$ cat src/sv/mrq_pkg.sv
package mrq_pkg;

  localparam int NUM_CHANNELS = 4;
  localparam int MAX_DEPTH    = 256;
  localparam int NUM_REGS     = 4;

  localparam int CAP_W     = 9;
  localparam int CH_IN_W   = 3;
  localparam int CFG_IDX_W = 3;
  localparam int CNT_W     = 8;
  localparam int WORD_W    = 32;

  localparam int CH_W     = (NUM_CHANNELS > 1) ? $clog2(NUM_CHANNELS) : 1;
  localparam int PTR_W    = $clog2(MAX_DEPTH);
  localparam int SLOTS    = NUM_CHANNELS * MAX_DEPTH;
  localparam int ADDR_W   = $clog2(SLOTS);

  // largest capacity that still fits the per-channel region
  localparam logic [CAP_W-1:0] DEPTH_CAP =
      (MAX_DEPTH > (2**CAP_W - 1)) ? {CAP_W{1'b1}} : CAP_W'(MAX_DEPTH);

  localparam logic [WORD_W-1:0] ALL_ONES = 32'hFFFF_FFFF;

  typedef enum logic [1:0] {
    OP_PUSH = 2'd0,
    OP_POP  = 2'd1,
    OP_PEEK = 2'd2
  } op_t;

  typedef enum logic [2:0] {
    ST_OK          = 3'd0,
    ST_BAD_CHANNEL = 3'd1,
    ST_CLOSED      = 3'd2,
    ST_FULL        = 3'd3,
    ST_EMPTY       = 3'd4
  } status_t;

  typedef struct packed {
    logic [1:0]         operation;
    logic [CH_IN_W-1:0] channel;
    logic [WORD_W-1:0]  frame_index_in;
    logic [WORD_W-1:0]  decode_stamp_in;
    logic [WORD_W-1:0]  present_stamp_in;
  } in_item_t;

  typedef struct packed {
    status_t           status;
    logic [WORD_W-1:0] frame_index_out;
    logic [WORD_W-1:0] decode_stamp_out;
    logic [WORD_W-1:0] present_stamp_out;
    logic [CNT_W-1:0]  active_count;
    logic [CNT_W-1:0]  free_count;
  } out_item_t;

  typedef struct packed {
    logic [WORD_W-1:0] frame;
    logic [WORD_W-1:0] dts;
    logic [WORD_W-1:0] pts;
  } entry_t;

  typedef struct packed {
    logic              en;
    logic [CFG_IDX_W-1:0] index;
    logic [CAP_W-1:0]  data;
  } cfg_wr_t;

  typedef struct packed {
    logic              wr;
    logic [ADDR_W-1:0] addr;
    entry_t            data;
  } mem_req_t;

  typedef struct packed {
    status_t          status;
    logic             hit;
    logic [CNT_W-1:0] active;
    logic [CNT_W-1:0] free_cnt;
  } ctrl_res_t;

endpackage

$ cat src/sv/mrq_ctrl.sv
module mrq_ctrl (
  input  logic                clk,
  input  logic                rst,
  input  logic                cmd_valid,
  input  mrq_pkg::in_item_t   cmd,
  input  mrq_pkg::cfg_wr_t    cfg,
  output mrq_pkg::mem_req_t   mem_req,
  output mrq_pkg::ctrl_res_t  res
);

  localparam int CAP_W = mrq_pkg::CAP_W;
  localparam int PTR_W = mrq_pkg::PTR_W;
  localparam int CH_W  = mrq_pkg::CH_W;

  logic [CAP_W-1:0] capacity      [mrq_pkg::NUM_CHANNELS];
  logic [PTR_W-1:0] write_pointer [mrq_pkg::NUM_CHANNELS];
  logic [PTR_W-1:0] read_pointer  [mrq_pkg::NUM_CHANNELS];

  logic [CH_W-1:0]  chi;
  logic             bad;
  logic [CAP_W-1:0] cap_raw, cap;
  logic [CAP_W-1:0] w, r, wn, rn, w_a, r_a;
  logic [CAP_W-1:0] active, freec;
  logic             adv_w, adv_r;
  mrq_pkg::status_t status;
  logic             hit;

  always_comb begin
    chi     = CH_W'(cmd.channel);
    bad     = (32'(cmd.channel) >= mrq_pkg::NUM_CHANNELS);
    cap_raw = capacity[chi];
    cap     = (cap_raw > mrq_pkg::DEPTH_CAP) ? mrq_pkg::DEPTH_CAP : cap_raw;
    w       = CAP_W'(write_pointer[chi]);
    r       = CAP_W'(read_pointer[chi]);
    // pointers always stay below the capacity, so wrap is a single compare
    wn      = (w + CAP_W'(1) == cap) ? '0 : w + CAP_W'(1);
    rn      = (r + CAP_W'(1) == cap) ? '0 : r + CAP_W'(1);

    status = mrq_pkg::ST_OK;
    hit    = 1'b0;
    adv_w  = 1'b0;
    adv_r  = 1'b0;
    w_a    = w;
    r_a    = r;

    if (bad) begin
      status = mrq_pkg::ST_BAD_CHANNEL;
    end else if (cap == '0) begin
      status = mrq_pkg::ST_CLOSED;
    end else if (cmd.operation == mrq_pkg::OP_PUSH) begin
      if (wn == r) begin
        status = mrq_pkg::ST_FULL;
      end else begin
        adv_w = 1'b1;
        w_a   = wn;
      end
    end else begin
      // pop, peek, and the unused code which behaves as peek
      if (w == r) begin
        status = mrq_pkg::ST_EMPTY;
      end else begin
        hit = 1'b1;
        if (cmd.operation == mrq_pkg::OP_POP) begin
          adv_r = 1'b1;
          r_a   = rn;
        end
      end
    end

    active = (w_a >= r_a) ? (w_a - r_a) : (cap - (r_a - w_a));
    freec  = (cap > active + CAP_W'(1)) ? (cap - active - CAP_W'(1)) : '0;
    if (bad || cap == '0) begin
      active = '0;
      freec  = '0;
    end

    res.status   = status;
    res.hit      = hit;
    res.active   = (active > CAP_W'(255)) ? 8'hFF : active[7:0];
    res.free_cnt = (freec > CAP_W'(255)) ? 8'hFF : freec[7:0];

    mem_req.wr   = cmd_valid && adv_w;
    mem_req.addr = mrq_pkg::ADDR_W'(chi) * mrq_pkg::ADDR_W'(mrq_pkg::MAX_DEPTH)
                 + mrq_pkg::ADDR_W'((cmd.operation == mrq_pkg::OP_PUSH) ? w : r);
    mem_req.data.frame = cmd.frame_index_in;
    mem_req.data.dts   = cmd.decode_stamp_in;
    mem_req.data.pts   = cmd.present_stamp_in;
  end

  always_ff @(posedge clk) begin
    if (rst) begin
      for (int i = 0; i < mrq_pkg::NUM_CHANNELS; i++) begin
        capacity[i]      <= '0;
        write_pointer[i] <= '0;
        read_pointer[i]  <= '0;
      end
    end else begin
      if (cmd_valid && adv_w) begin
        write_pointer[chi] <= PTR_W'(wn);
      end
      if (cmd_valid && adv_r) begin
        read_pointer[chi] <= PTR_W'(rn);
      end
      // capacity write empties the channel
      if (cfg.en && 32'(cfg.index) < mrq_pkg::NUM_REGS
          && 32'(cfg.index) < mrq_pkg::NUM_CHANNELS) begin
        capacity[CH_W'(cfg.index)]      <= cfg.data;
        write_pointer[CH_W'(cfg.index)] <= '0;
        read_pointer[CH_W'(cfg.index)]  <= '0;
      end
    end
  end

endmodule

$ cat config.mk
export PLATFORM = sky130hd
export DESIGN_NAME = mrq_ctrl
export DESIGN_NICKNAME = d
export VERILOG_FILES = /design/src/sv/mrq_pkg.sv /design/src/sv/mrq_ctrl.sv
export SDC_FILE = /design/constraint.sdc
export NUM_CORES = 1
export LEC_CHECK = 0
export BUFFER_PORTS_ARGS = -buffer_cell sky130_fd_sc_hd__clkbuf_2
export CAP_MARGIN = 10
export CELL_PAD_IN_SITES_DETAIL_PLACEMENT = 1
export CELL_PAD_IN_SITES_GLOBAL_PLACEMENT = 2
export CORE_ASPECT_RATIO = 1.75
export CORE_MARGIN = 3
export CORE_UTILIZATION = 30
export CTS_BUF_LIST = sky130_fd_sc_hd__clkbuf_8
export CTS_CLUSTER_DIAMETER = 100
export DETAILED_ROUTE_END_ITERATION = 12
export GPL_TIMING_DRIVEN = 0
export PLACE_DENSITY = 0.8
export SLEW_MARGIN = 40
export SYNTH_ARGS = -nofsm -noshare
export SYNTH_HDL_FRONTEND = slang
export SYNTH_SLANG_ARGS = --single-unit
$ cat constraint.sdc
create_clock -name clk -period 14.1 [get_ports clk]
set_input_delay 2.115 -clock clk [delete_from_list [all_inputs] [get_ports clk]]
set_output_delay 2.115 -clock clk [all_outputs]
set_load 0.05 [all_outputs]
After elaboration in Yosys (flattened, before gate mapping):

Memory sizes are Yosys's and may differ from the RTL's.
Index checks and enable logic that the tools add are counted.
Widths: inputs -> output; s select.

* $lt $le $gt $ge: 7
* $add $sub $neg: 9
* reductions and logical operators: 12
* multiplexer cells: 63
* equality and inequality tests: 5

Operators by type and width (number)
* $mux 9: 17
* $mux 8: 7
* $sub 9x9->9: 4
* $reduce_or 8->1: 4
* $mux 1: 29
* $add 8x1->9 const B: 2
* $eq 9x9->1: 2
* $gt 9x8->1 const B: 2
* $mux 2: 6
* $mux 3: 4
* $add 10x8->10: 1
* $add 9x1->9 const B: 1
* $eq 9x8->1: 1
* $ge 9x9->1: 1
* $gt 9x9->1: 1
* $gt 9x9->1 const B: 1
* $logic_not 9->1: 1
* $reduce_or 9->1: 1
* $sub 9x1->9 const B: 1
* $eq 8x8->1: 1
* $logic_and 1x1->1: 4
* $ge 3x3->1 const B: 1
* $lt 3x3->1 const B: 1
* $eq 2x1->1 const B: 1
* other kinds (2): 2

* word-level logic and storage cells: 99
* output and inout bits: 127
* bits in registers: 0
* memories kept: 3
* RAM bits: 100
* input port bits: 117

Memories
* capacity: words 4, width 9, read ports 1, clocked after Yosys merged registers in 0, wr ports 4, RTL line mrq_ctrl.sv:15 `logic [CAP_W-1:0] capacity [mrq_pkg::NUM_CHANNELS];`
* read_pointer: words 4, width 8, read ports 1, clocked after Yosys merged registers in 0, wr ports 4, RTL line mrq_ctrl.sv:17 `logic [PTR_W-1:0] read_pointer [mrq_pkg::NUM_CHANNELS];`
* write_pointer: words 4, width 8, read ports 1, clocked after Yosys merged registers in 0, wr ports 4, RTL line mrq_ctrl.sv:16 `logic [PTR_W-1:0] write_pointer [mrq_pkg::NUM_CHANNELS];`

Longest topological paths before layout:

An unclocked memory read counts as a cell.

* depth after elaboration: 19
* mapped depth: 43
* mapped depth without buffers: 39

Worst setup path before layout:

Ideal clock, no wire load.

* path kind: input to output
* start point: in cmd[96] (netlist name)
* end point: out res[0] (netlist name)
* path buffers: 6
* stages on the path: 42
* setup slack: 1.305 ns
* data required time: 11.985 ns
* arrival: 10.680 ns
* cells stage by stage: buf_6 -> buf_6 -> mux4_2 -> buf_2 -> ha_1 -> and3_1 -> buf_2 -> or4_1 -> a31oi_2 -> o21ai_2 -> a211oi_4 -> mux2_2 -> o22ai_2 -> o21ai_4 -> buf_6 -> nand2_1 -> nand2_1 -> ha_1 -> [... 6 more ...] -> a221o_1 -> buf_1 -> o21a_1 -> inv_1 -> ha_1 -> inv_1 -> fa_1 -> nor2b_1 -> o21ai_0 -> a21oi_1 -> o21ai_0 -> nand2b_1 -> a21o_1 -> a21oi_1 -> xnor2_1 -> xnor2_1 -> mux2i_4 -> a21oi_1

RTL lines
* start, declared: RTL line mrq_ctrl.sv:5 `input mrq_pkg::in_item_t cmd,`
* end, declared: RTL line mrq_ctrl.sv:8 `output mrq_pkg::ctrl_res_t res`

==> results.yml <==
yosys:
  netlist_instances: 984
  ys_ff_latch: 100
  synth_edf_count: 36
  yosys.area.top_type_share_pct: 14.62
  ys.flop_type: "dfxtp_1"
  synth-seq-area-share_pct: 26.95
  synth_area_leaders: "dfxtp_1 (15%), edfxtp_1 (12%), buf_4 (8.6%), mux4_2 (6.2%), ha_1 (5.3%)"
  synth_most_common_cell: "buf_4"
  synth_top_area_cell: "dfxtp_1"
  synth_warnings: 0
  syn-mean-instance-area_um2: 8.908
  ys_types: 72
  postSynth.asyncResetShare_pct: 0
  netlist_area_um2: 8766
  synth_fp_nets: 1148
  synthTopCellsByCount: "buf_4 (101), nor2_1 (78), a21oi_1 (71), dfxtp_1 (64), nand2_1 (55)"
global_routing:
  grt_max_degree: 20
  grt_pass1_wl_mm: 46.18
  grt_overflow: 0
  antenna_found_initial: 1
  track_usage_pct: 19.23
  grt_pass1_vias: 8262
setup_path:
  cp-end-kind: "primary output"
  start_kind: "input pin"
  crit_buf_inv: 7
  path_class: "input pin to primary output"
  ff2ff_path_depth: 15
  r2r_end: "write_pointer[0][6]$_SDFFE_PP0P_"
  timing.rr.start: "write_pointer[3][0]$_SDFFE_PP0P_"
  max_stage_delay_ns: 0.65
  arrival_ns: 11.27
  cp_common_cell: "o21a_1"
  r2r_slack_ns: 9.54
  timing.critical_path.slowest_stage_cell: "o21ai_0"
  path_delay_family: "compound AO/OA/AOI/OAI gates"
  path_max_fanout: 10
  crit_required_ns: 11.98
routing:
  vias: 7775
  wl_per_cell_um: 20.04
  dr.pass1.iters: 5
  first_iter_violations: 325
  via_per_inst: 5.092
  wl_mm: 30.61
  drc_errors: 0
  ant_nets: 0
sta:
  fin_skew_ns: 0.02187
  final-setup-viol-count: 0
  report.final.slew_viol_count: 0
  min_period_ns: 13.39
  finalCritPeriodShare_pct: 94.95
  tightest_slew_ns: 0.8764
  final.setup.tns_ns: 0
  slew_headroom_pct: 41.45
  hold_violations: 0
  fmax_ghz: 0.07469
cts:
  numCtsBuffers: 9
  cts-root-buf: "clkbuf_8"
  cts.sinks: 100
  clk_pin_slew_ns: 0.09
  htreeDepth: 3
  hold_buffers: 0
  worstSkewPairLatency_ns: 0.41
  cts_tree: "done"
  clockBufferDepth: 2
min_path:
  min-delay-start: "write_pointer[3][2]$_SDFFE_PP0P_"
  holdPathStages: 2
  min_to: "write_pointer[3][2]$_SDFFE_PP0P_"
  holdCritPathClass: "flop to flop"
die:
  die_x_um: 135.2
  num_rows: 82
  die_y_um: 232.1
  ioPinCount: 244
  die_area_um2: 31390
  start_util_pct: 30.51
  core_um2: 28730
power:
  p_comb_share_pct: 39.9
  swShare_pct: 40.48
  intPower_uw: 487.2
  p_leak_uw: 0.004277
  ir_worst_vdd_v: 0.00004294
  p_per_area_nw_per_um2: 79.83
  seqPwrFrac_pct: 37.6
  switching_power_uw: 331.3
  p_clk_share_pct: 22.4
placed_design:
  dp_hpwl_mm: 25.17
  routabilityCongestion: 0.8829
  portBuffers: 145
finish:
  area_growth_syn_to_layout_pct: 16.96
  drive_above_1_share_pct: 30.57
  nNetsFinal: 1307
  fin_util_pct: 35.69
flow_run:
  cap_violations: 0
run_status:
  outcome: "finished, final reports clean"
-- state kept, by name, summed over array words and instances, names as in the netlist --
| signal | cells |
|---|---|
| read_pointer | 32 |
| write_pointer | 32 |
| capacity | 36 |
-- layer usage --
metal  up-vias  wire, um  part of all wire [%]  GRT usage [%]
li1       3665         -                     -              -
met1      3714     10510                    34          19.46
met2       327     16560                    54          37.14
met3        69      1669                   5.5          2.342
met4         0      1863                   6.1          10.75
met5         -         0                     0              0
-- worst max path at each step --
stage | start | slack [ns] | depth (start not counted) | end
final | cmd[96] | 0.71 | 34 | res[1]
after global routing | cmd[96] | -0.006 | 44 | res[6]
after CTS | cmd[97] | 0.09 | 43 | res[1]
after detailed placement | cmd[97] | -0.62 | 39 | res[7]
after global placement | cmd[97] | -0.62 | 39 | res[7]
after floorplan | cmd[96] | 1.30 | 42 | res[0]
-- cell type report --
cell class,instances,area (um2)
antenna,1,2.502
buffer,146,972.2
clock buffer,9,123.9
clock inverter,7,63.81
fill,3504,18480
inverter,44,166.4
multi-input combinational,694,5340
sequential,100,2362
tap,378,473.0
timing repair buffer,148,748.2
-- power by group through the flow --
stage / logic [uW] / clock network [uW] / registers [uW]
floorplan: 254 / 0 / 314
global placement: 322 / 0 / 314
detailed placement: 327 / 0 / 315
CTS: 330 / 190 / 308
global route: 354 / 199 / 309
finish: 327 / 184 / 308
-- kinds of logic (layout without fill, tap and decap cells) --
kind of cell,count (synthesis),in the layout,synth area share (%)
flip-flops,100,100,26.95
adder cells (fa/ha/maj),47,47,7.565
XOR/XNOR,68,68,7.351
buffers and inverters,190,354,12.92
other,0,1,0
AO/OA/AOI/OAI,156,156,11.12
AND/OR/NAND/NOR,343,343,21.21
multiplexers,80,80,12.89
-- timing repair --
item / in CTS / in global routing
gates resized for setup: 8 / 5
setup buffers: 1 / 2
pin swaps: 2 / 1
setup endpoints to repair: 8 / 8
-- worst reg2reg max path, delay by kind of cell (launching register included) --
family,cells,cell delay [ns]
flip-flops,1,0.34
AND/OR/NAND/NOR,3,1.07
multiplexers,3,1.12
adder cells (fa/ha/maj),1,0.30
AO/OA/AOI/OAI,5,1.06
buffers and inverters,3,0.61
-- through the flow --
step                      setup slack [ns]  total power (uW)  instance area, um2  std cells  hold WS (ns)
after floorplan                      1.305             567.2                8766        984        0.4506
after global placement             -0.6192             635.6                9965       1507        0.4719
after detailed placement           -0.6204             642.0                9993       1507        0.4784
after CTS                          0.09370             828.2               10220       1524        0.4941
after global routing             -0.005560             861.9               10250       1527        0.5247
final                               0.7121             818.4               10250       1527        0.4949
-- cell usage in the layout (no fill, tap or decap), drive strengths merged, types with 42 or more instances in the layout --
master  count
clkbuf    182
buf       121
nor2       81
a21oi      71
dfxtp      64
nand2      55
xnor2      50
inv        48
mux2i      46
and2       42
Power figures use the tool's default switching activity.
